## config.mk

```make
export PLATFORM = sky130hd
export DESIGN_NAME = mfd_div
export DESIGN_NICKNAME = d
export VERILOG_FILES = /design/src/rtl/core/mfd_pkg.sv /design/src/rtl/core/mfd_div.sv
export SDC_FILE = /design/constraint.sdc
export NUM_CORES = 1
export LEC_CHECK = 0
export BUFFER_PORTS_ARGS = -buffer_cell sky130_fd_sc_hd__buf_2
export CAP_MARGIN = 20
export CELL_PAD_IN_SITES_DETAIL_PLACEMENT = 1
export CELL_PAD_IN_SITES_GLOBAL_PLACEMENT = 2
export CORE_MARGIN = 3
export CORE_UTILIZATION = 25
export CTS_CLUSTER_SIZE = 20
export DETAILED_ROUTE_END_ITERATION = 7
export GPL_TIMING_DRIVEN = 0
export PLACE_DENSITY = 0.71
export SYNTH_ARGS = -nofsm -noshare
export SYNTH_HDL_FRONTEND = slang
export SYNTH_SLANG_ARGS = --single-unit
```

## constraint.sdc

```tcl
create_clock -name clk -period 8.95 [get_ports clk]
set_input_delay 1.79 -clock clk [delete_from_list [all_inputs] [get_ports clk]]
set_output_delay 1.79 -clock clk [all_outputs]
set_load 0.05 [all_outputs]
```

## src/rtl/core/mfd_pkg.sv

```systemverilog
// Package for the face dissipation block: sequencer states, widths, the
// divider request and a helper function for saturation. No dependencies.
`timescale 1ns / 1ps
package mfd_pkg;
  localparam int unsigned EpsW = 16;

  typedef enum logic [3:0] {
    ST_IDLE,
    ST_F1,
    ST_F2,
    ST_F3,
    ST_LAM,
    ST_A1,
    ST_A2,
    ST_A3,
    ST_OUT
  } state_t;

  typedef struct packed {
    logic start;
    logic [63:0] num;
    logic [31:0] den;
  } div_req_t;

  function automatic logic signed [31:0] sat64(input logic signed [63:0] x);
    logic signed [31:0] r;
    if (x > 64'sd2147483647) r = 32'sh7fffffff;
    else if (x < -64'sd2147483648) r = 32'sh80000000;
    else r = x[31:0];
    return r;
  endfunction
endpackage

```

## src/rtl/core/mfd_div.sv

```systemverilog
// Restoring bit-serial divider, one quotient bit per cycle, 64 by 32 bits.
// Depends on mfd_pkg.
`timescale 1ns / 1ps
module mfd_div (
  input  logic clk,
  input  logic rst,
  input  mfd_pkg::div_req_t req,
  output logic busy,
  output logic [63:0] quot
);
  import mfd_pkg::*;
  logic [6:0] cnt;
  logic [32:0] rem;
  logic [63:0] q;
  logic [31:0] den;
  logic [32:0] trial;
  logic [32:0] sh;
  assign sh = {rem[31:0], q[63]};
  assign trial = sh - {1'b0, den};
  always_ff @(posedge clk) begin
    if (rst) begin
      cnt <= '0;
    end else if (req.start) begin
      cnt <= 7'd64;
      rem <= '0;
      q <= req.num;
      den <= req.den;
    end else if (cnt != 0) begin
      cnt <= cnt - 7'd1;
      if (!trial[32]) begin
        rem <= trial;
        q <= {q[62:0], 1'b1};
      end else begin
        rem <= sh;
        q <= {q[62:0], 1'b0};
      end
    end
  end
  assign busy = (cnt != 0);
  assign quot = q;
endmodule

```

==> out/qor.yml, run 1 <==
detailed_routing:
  wl_um: 20200
  routed_via_density: 4.56
  vias: 5400
  ant_nets: 0
  first_pass_iters: 4
  drcViolationCount: 0
  drt-initial-drc-count: 238
  wl_per_cell_um: 17.1
timing:
  rsz0062_at_grt: "false"
  hold_violations: 0
  final-max-slew-violation-count: 0
  slew_headroom: 0.490
  finalCritPeriodShare: 0.465
  skew_ns: 0.0171
  min_period_ns: 4.16
  clock.fmax_mhz: 240
  whs_ns: 0.496
  worstMarginPinSlew_ns: 0.763
  setup_viol: 0
critical_path:
  crit_start: "req[96]"
  cpMaxStageDelayCell: "nor2_4"
  critPathMaxFanout: 24
  start_kind: "primary input"
  slowest_delay_ns: 0.62
  r2r_cells: 12
  cp-end-kind: "register"
  r2r_start: "rem[4]$_SDFFCE_PP0P_"
  crit_required_ns: 9.07
  crit_type: "in2reg"
  crit_chain: "clkbuf_1 > clkbuf_1 > buf_1 > nor2_1 > nor2_4 > buf_12"
  cp_data_arrival_time_ns: 4.28
  crit_top_cell: "clkbuf_1"
run_status:
  status: "complete, no violations"
synthesis:
  synth_top_family_by_area: "compound AO/OA/AOI/OAI gates"
  synthFlopType: "edfxtp_1"
  synth_area_leader_cell: "edfxtp_1"
  yosysMostFrequentCell: "edfxtp_1"
  synth.distinct_cells: 56
  synth_compound_area_frac: 0.112
  synth_area_um2: 7190
  avgSynthCellArea_um2: 11.8
  synth_edf_count: 128
  synthMuxAreaShare: 0.103
  yosysSeqAreaShare: 0.554
  synth_commonest_cells: "edfxtp_1, nand2_1, mux2_2"
  synthXorXnorAreaFrac: 0.0365
  syn-num-nets: 741
  yosys_warnings: 0
  synth_area_leaders: "edfxtp_1, mux2_2, ha_1"
  ys_ff_latch: 135
  yosys.area_share.simple: 0.0965
  synthArstFlopShare: 0
  synthAdderAreaFrac: 0.0602
  synth_top_cell_area_share: 0.534
  synthesis.instances: 608
global_routing:
  grt_antenna_before_repair: 5
  grt_pass1_wl_um: 32500
  grt_max_degree: 29
  grt_pass1_vias: 5944
  grt_usage: 0.135
  globalRouteOverflowTotal: 0
die:
  die_area_um2: 30800
  core_area_um2: 28100
  fp.dieH_um: 176
  start_util: 0.256
  io_pins: 164
  die_width_um: 176
  rows: 61
clock_tree:
  cts.repair.resized: 0
  cts_buffers: 17
  cts-root-buf: "clkbuf_16"
  cts_tree: "built"
  clock_latency_ns: 0.43
  cts_setup_buffers: 0
  clkTransAtPathRegs_ns: 0.06
  clockBufferDepth: 2
  cts_hold_buf: 0
  cts.sinks: 135
  h-tree-depth: 4
pwr:
  netSwitchingFraction: 0.390
  power.switching_w: 0.00105
  p_leak_nw: 3.71
  power_frac_clock: 0.262
  intPower_w: 0.00164
  combPwrFrac: 0.397
  seqPwrFrac: 0.342
  power.density_nw_per_um2: 295
  power.ir.vdd_worst_mv: 0.140
flow_run:
  maxCapViolCount: 0
min_path:
  hp-class: "reg2reg"
  min_from: "cnt[6]$_SDFFE_PP0N_"
  holdPathStages: 2
cells_and_area:
  final_nets: 926
  syn2layout_area_growth_pct: 27.3
  drive_gt1_frac: 0.340
  stdcell_area_um2: 9160
  num_antenna_cells: 0
placed_design:
  placed_cell_area_um2: 8580
  post-dp-hpwl_um: 15200
  place.gp.congestion: 0.747
  io_buffers: 162
## metal layers
metal	vias to the layer above	global-route usage	part of all wire
met1	2612	0.164	0.43
met2	152	0.220	0.47
li1	2606	-	-
met3	20	0.0603	0.086
met4	10	0.0346	0.0089
met5	-	0	0.0029
## metrics by stage
step	std cells	setup slack (ns)	utilization	TNS, ns	total power [W]
6_report	1183	4.79	0.326	0	0.00270
2_1_floorplan	608	1.72	-	0	0.00173
3_3_place_gp	1148	-1.59	0.302	-151.83	0.00201
4_1_cts	1183	4.67	0.326	0	0.00274
3_5_place_dp	1152	4.19	0.306	0	0.00202
5_1_grt	1183	4.53	0.326	0	0.00289
## worst max-delay path: cells and delay by family
| family | cells | cell delay (ns) |
|---|---|---|
| and+or+nand+nor | 2 | 0.79 |
| buffers and inverters | 4 | 1.66 |
## final cells by class
cell class,count,area [um2]
tap,378,473
clock inverter,14,149
fill,3221,18900
timing repair buffer,166,898
clock buffer,17,425
inverter,42,158
buffer,26,118
multi-input combinational,405,2950
sequential,135,3980
## sequential cells by signal (all words and copies together) (netlist names)
name  cells
quot     64
den      32
rem      32
cnt       7
## logic make-up after synthesis
group,after synthesis
xor+xnor,30
fa+ha+maj,34
flops,135
buf+inv,68
compound gates,125
mux,66
simple gates,150
## layout by cell type (no fill, tap or decap), drive strengths merged, types with 7 or more instances in the layout
master,instances
nor2,28
xor2,8
edfxtp,128
nor2b,7
nand3,8
xnor2,22
o21ai,17
dfxtp,7
mux2,64
a21o,9
nand2,68
nand2b,9
inv,46
buf,172
a21oi,56
clkbuf,37
ha,33
## power by group through the flow
| stage | clock [W] | combinational, W | sequential [W] |
|---|---|---|---|
| detailed placement | 0 | 0.00108 | 0.000934 |
| floorplan | 0 | 0.000640 | 0.00109 |
| global placement | 0 | 0.00106 | 0.000953 |
| global route | 0.000752 | 0.00119 | 0.000939 |
| CTS | 0.000732 | 0.00109 | 0.000925 |
| finish | 0.000706 | 0.00107 | 0.000922 |
## path summary, 6_finish.rpt
kind,to,slack (ns)
max,rem[13]$_SDFFCE_PP0P_,4.79
min,cnt[6]$_SDFFE_PP0N_,0.50
max reg2reg,rem[19]$_SDFFCE_PP0P_,5.10
min reg2reg,cnt[6]$_SDFFE_PP0N_,0.50
No activity file was read; power rests on OpenSTA's default activity.
==> inputs of run 2 (changes only) <==
- ABC_AREA: default -> 1
- PLACE_DENSITY: 0.71 -> 0.77
- clock period: 8.95 -> 4.4 ns (I/O delays scaled with it)
==> run 2 against run 1 <==
Non-clock buffer count fell by 1; synthesized cell count increased by 79%; via count increased by 34%; flip-flop and latch count stayed put; final cell count grew 46%; area after synthesis increased by 15%; combinational power rose by 110%; largest cell class unchanged.
==> out/qor.yml, run 2 <==
run_status:
  status: "complete, no violations"
synthesis:
  synthMuxAreaShare: 0
  synth_edf_count: 128
  avgSynthCellArea_um2: 7.58
  synth_compound_area_frac: 0.0244
  yosys.area_share.simple: 0.331
  yosys_warnings: 0
  yosysMostFrequentCell: "nand2_1"
  synthXorXnorAreaFrac: 0.0191
  syn-num-nets: 1221
  synth.distinct_cells: 36
  synthFlopType: "edfxtp_1"
  synth_commonest_cells: "nand2_1, inv_1, edfxtp_1"
  synth_top_family_by_area: "simple AND/OR/NAND/NOR gates"
  synth_area_leader_cell: "edfxtp_1"
  synthArstFlopShare: 0
  synthesis.instances: 1088
  yosysSeqAreaShare: 0.483
  synthAdderAreaFrac: 0.0525
  ys_ff_latch: 135
  synth_top_cell_area_share: 0.466
  synth_area_leaders: "edfxtp_1, nand2_1, inv_1"
  synth_area_um2: 8250
placed_design:
  numPlacedInstances: 1692
  io_buffers: 163
  place_ws_ns: 1.23
  post-dp-hpwl_um: 20700
  place.gp.congestion: 0.826
global_routing:
  grt_antenna_before_repair: 7
  globalRouteOverflowTotal: 0
  grt_usage: 0.150
  grt_pass1_vias: 7844
  grt_pass1_wl_um: 41900
  grt_max_degree: 25
timing:
  rsz0062_at_grt: "false"
  min_period_ns: 2.97
  hold_violations: 0
  setup_viol: 0
  clock.fmax_mhz: 337
  finalCritPeriodShare: 0.674
  setup_slack_ns: 1.43
  slew_headroom: 0.489
  skew_ns: 0.0182
  whs_ns: 0.454
  final-max-slew-violation-count: 0
  worstMarginPinSlew_ns: 0.767
detailed_routing:
  drt-initial-drc-count: 240
  wl_per_cell_um: 15.0
  drcViolationCount: 0
  ant_nets: 0
  routed_via_density: 4.21
  wl_um: 25900
  vias: 7259
  first_pass_iters: 4
cells_and_area:
  final_cell_mix: "nand2_1, buf_2, inv_1, edfxtp_1, nor2_1"
  n_fill_cell: 4025
  syn2layout_area_growth_pct: 25.7
  final_common_cell: "nand2_1"
  final_nets: 1409
  instances_no_fill: 1725
  largest_reg_flops: 64
  drive_gt1_frac: 0.179
  final_util: 0.323
clock_tree:
  cts_buffers: 17
  cts-root-buf: "clkbuf_16"
  cts.sinks: 135
  cts_setup_buffers: 0
  h-tree-depth: 4
  cts.repair.resized: 0
  cts_hold_buf: 0
  cts_tree: "built"
  clockBufferDepth: 2
  clkTransAtPathRegs_ns: 0.07
  clock_latency_ns: 0.44
critical_path:
  cp_data_arrival_time_ns: 2.09
  r2r_cells: 18
  crit_type: "reg2out"
  cp-end-kind: "output port"
  crit_required_ns: 3.52
  start_kind: "register"
  critPathMaxFanout: 6
die:
  die_width_um: 188
  start_util: 0.257
  rows: 65
  io_pins: 164
  die_area_um2: 35200
  core_area_um2: 32000
  fp.dieH_um: 188
pwr:
  power_w: 0.00550
  power.density_nw_per_um2: 530
  p_leak_nw: 5.34
  power.ir.vdd_worst_mv: 0.299
min_path:
  holdPathStages: 1
  hp-class: "reg2reg"
flow_run:
  maxCapViolCount: 0
[run 2: cell count changes in the layout (fill, tap and decap cells not counted), moves of 7 or more]
| cell | change |
|---|---|
| inv_1 | +122 |
| clkbuf_1 | -8 |
| xnor2_1 | -20 |
| nand2_2 | +7 |
| nand2_1 | +431 |
| mux2_2 | -64 |
| nor2_1 | +87 |
| nand2b_1 | -9 |
| nand3b_1 | +9 |
| nand3_1 | +15 |
| a21o_1 | -7 |
| o21ai_0 | -13 |
| a21oi_1 | -35 |
| xor2_1 | +8 |
[run 2: worst max-delay path, stage by stage (launching register included)]
cell     delay (ns)
dfxtp_1        0.32
inv_1          0.07
ha_1           0.18
nand2_1        0.09
nor3_1         0.45
nand2_1        0.24
buf_2          0.29
[run 2: cell type report]
class	count	area (um2)	area share
Antenna cell	1	2.50	0.000241
Buffer	22	119	0.0115
Clock buffer	18	429	0.0414
Clock inverter	14	139	0.0134
Inverter	166	623	0.0601
Multi-Input combinational cell	765	3540	0.342
Sequential cell	135	3980	0.384
Tap cell	435	544	0.0525
Timing Repair Buffer	169	981	0.0946
[run 2: per-layer routing]
metal	track usage	part of all wire
met5	0	0.0025
met3	0.0531	0.070
met2	0.250	0.45
met1	0.188	0.46
met4	0.0346	0.011
[run 2: cells by family after synthesis]
kind of cell / count (synthesis)
XOR/XNOR: 18
AND/OR/NAND/NOR: 679
flip-flops: 135
adder cells (fa/ha/maj): 34
buffers and inverters: 188
AO/OA/AOI/OAI: 34
[run 2: worst paths after layout]
kind | from | to | slack, ns
worst max register to register | quot[63]$_DFFE_PP_ | rem[24]$_SDFFCE_PP0P_ | 1.68
worst max-delay path | cnt[0]$_SDFFE_PP0P_ | busy | 1.43
worst min register to register | cnt[0]$_SDFFE_PP0P_ | cnt[0]$_SDFFE_PP0P_ | 0.45
worst min-delay path | cnt[0]$_SDFFE_PP0P_ | cnt[0]$_SDFFE_PP0P_ | 0.45
[run 2: where the power goes]
group	internal [W]	switching, W	leakage, nW	total [W]
combinational	0.000706	0.00155	3.77	0.00226
sequential	0.00169	0.000111	1.30	0.00180
clock	0.000792	0.000648	0.270	0.00144
total	0.00318	0.00231	5.34	0.00550
[run 2: metrics by stage]
step | cell area, um2 | TNS [ns]
after global routing | 10400 | 0
after detailed placement | 9790 | 0
after CTS | 10400 | 0
after floorplan | 8260 | 0
after global placement | 9620 | -34.46
final | 10400 | 0
==> inputs of run 3 (changes only) <==
- ABC_AREA: 1 -> 0
- PLACE_DENSITY: 0.77 -> 0.73
- clock period: 4.4 -> 2.5 ns (I/O delays scaled with it)
==> run 3 against run 2 <==
The flow now finishes with violations (negative setup slack); critical path depth up 8; non-clock buffer count up 33; via count down 23%; global-route usage down 1.1 points; first-iteration DRC count down 0.83%; largest cell class unchanged.
==> out/qor.yml, run 3 (synthesized netlist as in run 1, its figures left out) <==
timing:
  finalCritPeriodShare: 1.35
  final-max-slew-violation-count: 0
  setup_slack_ns: -0.885
  whs_ns: 0.241
  setup_viol: 33
  worstMarginPinSlew_ns: 0.838
  rsz0062_at_grt: "true"
  slew_headroom: 0.441
  min_period_ns: 3.38
  skew_ns: 0.0120
  hold_violations: 0
  clock.fmax_mhz: 295
critical_path:
  critPathMaxFanout: 5
  cp-end-kind: "register"
  crit_start: "rem[4]$_SDFFCE_PP0P_"
  crit_chain: "ha_4 > a21o_1 > or3_1 > o21a_2 > a311o_1 > a31o_4 > a41o_4 > buf_4 > buf_6 > nor2_4 > buf_12 > buf_8 > nand4_1 > a21oi_1"
  cpMaxStageDelayCell: "edfxtp_1"
  start_kind: "register"
  reg2reg_slack_ns: -0.88
  crit_type: "reg2reg"
  critPathCapture: "rem[28]$_SDFFCE_PP0P_"
  cp_data_arrival_time_ns: 3.65
  r2r_cells: 14
  crit_required_ns: 2.77
  r2r-end: "rem[28]$_SDFFCE_PP0P_"
  r2r_start: "rem[4]$_SDFFCE_PP0P_"
  slowest_delay_ns: 0.44
global_routing:
  use_met2: 0.229
  grt_antenna_before_repair: 4
  grt_max_degree: 28
  grt_pass1_vias: 6078
  grt_usage: 0.140
  grt_use_met1: 0.168
  met3_usage: 0.0620
  grt-busiest-layer: "met2"
  grt_pass1_wl_um: 33300
  globalRouteOverflowTotal: 0
detailed_routing:
  ant_nets: 0
  drt-initial-drc-count: 238
  vias: 5557
  routed_via_density: 4.57
  first_pass_iters: 4
  wl_per_cell_um: 18.0
  drcViolationCount: 0
  wl_um: 21900
die:
  die_width_um: 176
  start_util: 0.256
  io_pins: 164
  fp.dieH_um: 176
  rows: 61
  core_area_um2: 28100
  die_area_um2: 30800
cells_and_area:
  n_fill_cell: 3122
  final_nets: 958
  final_util: 0.362
  final_common_cell: "buf_2"
  drive_gt1_frac: 0.487
  final_cell_mix: "buf_2, edfxtp_1, mux2_2, inv_1, nand2_1"
  largest_reg_flops: 64
  num_antenna_cells: 0
  syn2layout_area_growth_pct: 41.3
flow_run:
  maxCapViolCount: 0
clock_tree:
  cts-root-buf: "clkbuf_16"
  cts_buffers: 17
  h-tree-depth: 4
  clockBufferDepth: 2
  cts_hold_buf: 0
  cts_tree: "built"
  clock_latency_ns: 0.43
  cts.sinks: 135
  clkTransAtPathRegs_ns: 0.07
min_path:
  min_from: "req[26]"
  hp-class: "in2reg"
run_status:
  failed_checks: "negative setup slack"
  status: "complete, but fails checks"
pwr:
  netSwitchingFraction: 0.386
  power.ir.vdd_worst_mv: 0.601
  seqPwrFrac: 0.286
  intPower_w: 0.00718
  combPwrFrac: 0.474
  power.switching_w: 0.00451
  power.density_nw_per_um2: 1150
  power_w: 0.0117
  power_frac_clock: 0.241
  p_leak_nw: 4.14
placed_design:
  post-dp-hpwl_um: 15600
  place.gp.congestion: 0.777
  io_buffers: 162
==> run 3: cell count changes in the layout (fill, tap and decap cells not counted), sizes merged, moves of 13 or more <==
cell | previous run | this run
nor2 | 118 | 28
xnor2 | 2 | 22
nand2 | 512 | 68
o21ai | 4 | 17
nand3 | 24 | 8
a21oi | 23 | 56
mux2 | 0 | 64
inv | 172 | 48
buf | 181 | 204
==> run 3: worst min path at each step <==
stage,endpoint,cells past startpoint
2_1_floorplan,cnt[6]$_SDFFE_PP0N_,2
3_3_place_gp,cnt[6]$_SDFFE_PP0N_,2
3_5_place_dp,cnt[6]$_SDFFE_PP0N_,2
4_1_cts,den[6]$_DFFE_PP_,1
5_1_grt,den[7]$_DFFE_PP_,1
6_report,den[26]$_DFFE_PP_,1
==> run 3: metrics by stage <==
| stage | cells | setup TNS [ns] | cell area (um2) | setup slack, ns |
|---|---|---|---|---|
| floorplan | 608 | -58.95 | 7280 | -0.909 |
| global placement | 1148 | -212.82 | 8560 | -1.52 |
| detailed placement | 1153 | -52.00 | 8690 | -1.42 |
| CTS | 1202 | -30.64 | 9710 | -1.01 |
| global route | 1216 | -29.65 | 10200 | -1.01 |
| finish | 1216 | -26.38 | 10200 | -0.885 |
==> run 3: area by class of cell <==
cell class | instances | area [um2] | share of cell area
multi-input combinational | 405 | 3390 | 0.334
tap | 378 | 473 | 0.0465
sequential | 135 | 3990 | 0.392
clock inverter | 15 | 215 | 0.0212
buffer | 23 | 191 | 0.0188
clock buffer | 17 | 425 | 0.0418
timing repair buffer | 201 | 1330 | 0.130
inverter | 42 | 158 | 0.0155
==> run 3: repair_timing <==
action,in CTS,in global routing
gates cloned,2,3
pin swaps,22,31
gates resized for setup,69,76
endpoints found under the setup margin,34,83
setup buffers,15,14
==> run 3: worst max-delay path: cells and delay by family, from the launching register on <==
family                     cells  cell delay, ns
adders and majority gates      1            0.25
and+or+nand+nor                3            0.56
AOI/OAI and AO/OA              6            1.43
buffers and inverters          4            0.54
DFF                            1            0.44
==> run 3: layer usage <==
metal  up-vias  share of wire
met3        27          0.077
met4         8          0.012
met1      2694           0.43
met5         -         0.0028
li1       2672              -
met2       156           0.47
==> run 3: power by group through the flow <==
stage / clock network, W / registers, W / logic, W
finish: 0.00281 / 0.00334 / 0.00554
global route: 0.00297 / 0.00340 / 0.00598
CTS: 0.00289 / 0.00332 / 0.00468
detailed placement: 0 / 0.00335 / 0.00399
global placement: 0 / 0.00337 / 0.00387
floorplan: 0 / 0.00388 / 0.00239
